`config.mk`:
```
export PLATFORM = sky130hd
export DESIGN_NAME = fwqe_cell
export DESIGN_NICKNAME = d
export VERILOG_FILES = /design/src/hdl/fwqe_pkg.sv /design/src/hdl/fwqe_cell.sv
export SDC_FILE = /design/constraint.sdc
export NUM_CORES = 1
export LEC_CHECK = 0
export CORE_AREA = 2 2 134 136
export CTS_CLUSTER_DIAMETER = 80
export DETAILED_ROUTE_END_ITERATION = 10
export DIE_AREA = 0 0 136 138
export DONT_BUFFER_PORTS = 1
export GPL_ROUTABILITY_DRIVEN = 0
export GPL_TIMING_DRIVEN = 0
export HOLD_SLACK_MARGIN = 0.06
export SLEW_MARGIN = 20
export SYNTH_ARGS = -nofsm -noshare
export SYNTH_HDL_FRONTEND = slang
export SYNTH_SLANG_ARGS = --single-unit
export TNS_END_PERCENT = 20
```
`constraint.sdc`:
```
create_clock -name clk_i -period 8.7 [get_ports clk_i]
set_input_delay 2.175 -clock clk_i [delete_from_list [all_inputs] [get_ports clk_i]]
set_output_delay 2.175 -clock clk_i [all_outputs]
set_load 0.005 [all_outputs]
```
`src/hdl/fwqe_pkg.sv`:
```
// Shared types and constants for the futex wait-queue engine.
// No dependencies; every other file of the block refers to this package.
`default_nettype none

package fwqe_pkg;

  localparam int unsigned ADDR_W = 64;
  localparam int unsigned WORD_W = 32;
  localparam int unsigned TID_W = 16;
  localparam int unsigned DONE_W = 6;

  typedef enum logic [1:0] {
    CMD_WAIT    = 2'd0,
    CMD_WAKE    = 2'd1,
    CMD_REQUEUE = 2'd2,
    CMD_FINISH  = 2'd3
  } cmd_e;

  typedef enum logic [1:0] {
    ST_OK       = 2'd0,
    ST_MISMATCH = 2'd1,
    ST_TIMEOUT  = 2'd2,
    ST_FULL     = 2'd3
  } status_e;

  typedef enum logic [1:0] {
    OP_NONE   = 2'd0,
    OP_APPEND = 2'd1,
    OP_REMOVE = 2'd2,
    OP_ROTATE = 2'd3
  } op_e;

  typedef struct packed {
    op_e               op;
    logic              chk_thread;
    logic [ADDR_W-1:0] key_addr;
    logic [ADDR_W-1:0] dest_addr;
  } ctrl_t;

endpackage

`default_nettype wire

```
`src/hdl/fwqe_cell.sv`:
```
// One slot of the compacted waiter table: holds an entry, matches it against the
// command key and shifts or rotates with its neighbors. Depends on fwqe_pkg.
`default_nettype none

module fwqe_cell #(
  parameter int unsigned TID_BITS = 16
) (
  input  wire logic                          clk_i,
  input  wire logic                          rst_ni,
  input  wire fwqe_pkg::ctrl_t               ctrl_i,
  input  wire logic [TID_BITS-1:0]           key_thread_i,
  input  wire logic                          prv_valid_i,
  input  wire logic                          nxt_valid_i,
  input  wire logic                          nxt_moved_i,
  input  wire logic [fwqe_pkg::ADDR_W-1:0]   nxt_addr_i,
  input  wire logic [TID_BITS-1:0]           nxt_thread_i,
  input  wire logic                          found_i,
  input  wire logic [TID_BITS-1:0]           carry_thread_i,
  output logic                               valid_o,
  output logic                               moved_o,
  output logic [fwqe_pkg::ADDR_W-1:0]        addr_o,
  output logic [TID_BITS-1:0]                thread_o,
  output logic                               found_o,
  output logic [TID_BITS-1:0]                carry_thread_o
);

  logic                        valid_q, valid_d;
  logic                        moved_q, moved_d;
  logic [fwqe_pkg::ADDR_W-1:0] addr_q, addr_d;
  logic [TID_BITS-1:0]         thread_q, thread_d;
  logic                        hit;
  logic                        is_last;

  assign hit = valid_q && !moved_q && (addr_q == ctrl_i.key_addr) &&
               (!ctrl_i.chk_thread || (thread_q == key_thread_i));
  assign found_o = found_i || hit;
  assign carry_thread_o = found_i ? carry_thread_i : thread_q;
  assign is_last = valid_q && !nxt_valid_i;

  always_comb begin
    valid_d  = valid_q;
    moved_d  = 1'b0;
    addr_d   = addr_q;
    thread_d = thread_q;
    unique case (ctrl_i.op)
      fwqe_pkg::OP_APPEND: begin
        if (!valid_q && prv_valid_i) begin
          valid_d  = 1'b1;
          addr_d   = ctrl_i.key_addr;
          thread_d = key_thread_i;
        end
      end
      fwqe_pkg::OP_REMOVE: begin
        if (found_o) begin
          valid_d  = nxt_valid_i;
          addr_d   = nxt_addr_i;
          thread_d = nxt_thread_i;
        end
      end
      fwqe_pkg::OP_ROTATE: begin
        moved_d = moved_q;
        if (found_o) begin
          if (is_last) begin
            addr_d   = ctrl_i.dest_addr;
            thread_d = carry_thread_o;
            moved_d  = 1'b1;
          end else begin
            valid_d  = nxt_valid_i;
            addr_d   = nxt_addr_i;
            thread_d = nxt_thread_i;
            moved_d  = nxt_moved_i;
          end
        end
      end
      default: begin
        moved_d = 1'b0;
      end
    endcase
  end

  always_ff @(posedge clk_i or negedge rst_ni) begin
    if (!rst_ni) begin
      valid_q <= 1'b0;
      moved_q <= 1'b0;
    end else begin
      valid_q <= valid_d;
      moved_q <= moved_d;
    end
  end

  always_ff @(posedge clk_i) begin
    addr_q   <= addr_d;
    thread_q <= thread_d;
  end

  assign valid_o  = valid_q;
  assign moved_o  = moved_q;
  assign addr_o   = addr_q;
  assign thread_o = thread_q;

endmodule

`default_nettype wire

```
==> reports/metrics.cfg <==
[global_routing]
grt_pass1_vias = 4453
grt_pass1_wl_mm = 28.43
antenna_found_initial = 1
globalRoute.totalOverflow = 0
grt_usage_pct = 20.98
grt_max_degree = 22

[timing]
finalMaxSlewViolations = 0
fmax_mhz = 159.5
fin_crit_ns = 6.270
worst_pin_slew_ns = 0.7831
hold_viol_final = 0
setup_viol = 0
finalSetupTns_ns = 0
fin_skew_ns = 0.01076
period_share_pct = 72.06
max_slew_margin_pct = 47.79
hold_slack_ns = 0.6372
rsz0062_at_grt = no

[critical_path]
critPathMaxFanout = 4
r2r_cells = 8
worst_ep_required_time_ns = 6.53
worstSetupStartpointType = primary input
startpoint = ctrl_i[108]
r2r_start = addr_o[22]$_DFFE_PP_
ff2ff_setup_slack_ns = 5.48
r2r_end = addr_o[7]$_DFFE_PP_
end_kind = output pin
cp_data_arrival_time_ns = 4.09
crit_type = in -> out

[floorplan]
core-area_sq_mm = 0.01753
die_w_um = 136
dieArea_sq_mm = 0.01877
rows = 49
start_util_pct = 30.30
ios = 348
dieHeight_um = 138

[clock_tree]
post_cts_buffers = 0
postCtsHoldBufs = 0
h-tree-depth = 3
cts.path.max_buffers = 2
worstSkewPairLatency_ns = 0.35
cts_root_buffer = clkbuf_16
clock_sinks = 82
cts_buffers = 9
clk_pin_slew_ns = 0.06
cts_tree = yes
cts_resized = 0

[pwr]
ir_drop_mv = 0.08559
p_leak_nw = 2.383
switching_share_pct = 29.49
power_mw = 1.061
power_frac_clock_pct = 36.5
p_per_area_mw_per_mm2 = 176.5
switchingPower_uw = 312.9
intPower_uw = 748.2
comb_power_share_pct = 17.0
power_frac_seq_pct = 46.5

[synthesis]
synth.area.top_cells = edfxtp_1 45%, mux2i_1 15%, xnor2_1 8.6%
synth-edff-count = 80
netlist_top_cells_count = 81 x mux2i_1, 80 x edfxtp_1, 66 x nor2_1
synth.distinct_cells = 34
synth_top_area_share_pct = 45.22
yosysSeqAreaShare_pct = 46.16
syn_area_sq_mm = 0.005313
yosysTopAreaCell = edfxtp_1
synth_most_common_cell = mux2i_1
avgSynthCellArea_sq_um = 10.44
synth_cells = 509
ys_seq_elements = 82
synthArstFlopShare_pct = 2.439
ys_warn_count = 0
synth_ff_type = edfxtp_1
synth_fp_nets = 758

[routing]
via_per_inst = 5.493
first_pass_iters = 4
drtIter0Drc = 288
routed_wl_mm = 20.00
detail_route.wl_per_cell_um = 26.38
drc_errors = 0
vias = 4164
ant_nets = 0

[finish]
synthToLayoutAreaGrowth_pct = 13.19
diodes = 0
drive_gt1_share_pct = 9.263
final_nets = 773

[min_path]
min_path_cells = 2
worstHoldEndpoint = moved_o$_DFFE_PN0N_
worst_hold_startpoint = moved_o$_DFFE_PN0N_
hold_path.class = reg -> reg

[placed_design]
dp.final_hpwl_mm = 16.40
port_buffers = 0

[status]
status = completed

[job]
cap_viol_max_count = 0

worst max-delay path, cell delays in order:
cell     delay (ns)
xor2_1         0.19
nor4_1         0.55
nand4_1        0.27
nor4_2         0.45
a31oi_1        0.28
inv_1          0.18
layout by cell type, fill, tap and decap left out, drive strengths merged:
cell       n
nand4     12
a2111oi    1
a41o       1
clkbuf    29
nand2     21
nand4b     1
a31oi      1
o2111ai    1
and4       1
o41ai      1
clkinvlp   1
nand3      3
dfrtp      2
mux2      16
edfxtp    80
nor2b      5
nor4       8
a21oi     65
a22oi      2
o2bb2ai    1
nand2b     3
nand3b     1
o21ai     18
nor2      66
mux2i     81
o211ai     2
o221ai     1
buf       13
xnor2     52
inv       20
o22ai      3
xor2      16
a21o       1
worst max-delay path by stage:
stage,end,slack [ns],cells past startpoint
CTS,found_o,2.39,6
global placement,addr_o[27]$_DFFE_PP_,-1.36,6
finish,found_o,2.43,6
global route,found_o,2.25,6
detailed placement,found_o,2.40,6
floorplan,addr_o[0]$_DFFE_PP_,1.39,6
state kept, by name, summed over array words and instances, names as in the netlist:
| name | cells |
|---|---|
| valid_o | 1 |
| moved_o | 1 |
| thread_o | 16 |
| addr_o | 64 |
logic make-up (layout without fill, tap and decap cells):
logic type | after synthesis | after routing | synth area share [%]
DFF | 82 | 82 | 46.16
muxes | 97 | 97 | 18.65
buffers and inverters | 43 | 63 | 3.250
AOI/OAI and AO/OA | 98 | 98 | 10.13
xor gates and xnor gates | 68 | 68 | 11.21
and+or+nand+nor | 121 | 121 | 10.60
metal layers:
| layer | GRT usage (%) | part of all wire [%] | up-vias |
|---|---|---|---|
| li1 | - | - | 1876 |
| met1 | 25.30 | 40 | 1992 |
| met2 | 35.41 | 49 | 270 |
| met3 | 4.950 | 8.4 | 26 |
| met4 | 9.211 | 3.3 | 0 |
| met5 | 0 | 0 | - |
power by group through the flow:
stage	sequential (mW)	combinational [mW]	clock [mW]
2_1_floorplan	0.497	0.125	0
3_3_place_gp	0.507	0.168	0
3_5_place_dp	0.503	0.182	0
4_1_cts	0.494	0.183	0.400
5_1_grt	0.497	0.198	0.413
6_report	0.494	0.180	0.387
through the flow:
step                setup slack [ns]  util (%)  cell area (sq um)  instances
floorplan                      1.388         -               5313        509
global placement              -1.356     31.93               5599        738
detailed placement             2.401     32.62               5720        742
CTS                            2.388     34.29               6013        758
global route                   2.254     34.29               6013        758
finish                         2.430     34.29               6013        758
layout make-up:
cell class                 instances  area, sq um
fill                            1825        11520
clock buffer                       9        225.2
clock inverter                     7        67.56
sequential                        82         2452
multi-input combinational        384         2699
buffer                            29        120.1
tap                              229        286.5
timing repair buffer               4        110.1
inverter                          14        52.55
(Power assumes the default switching activity.)
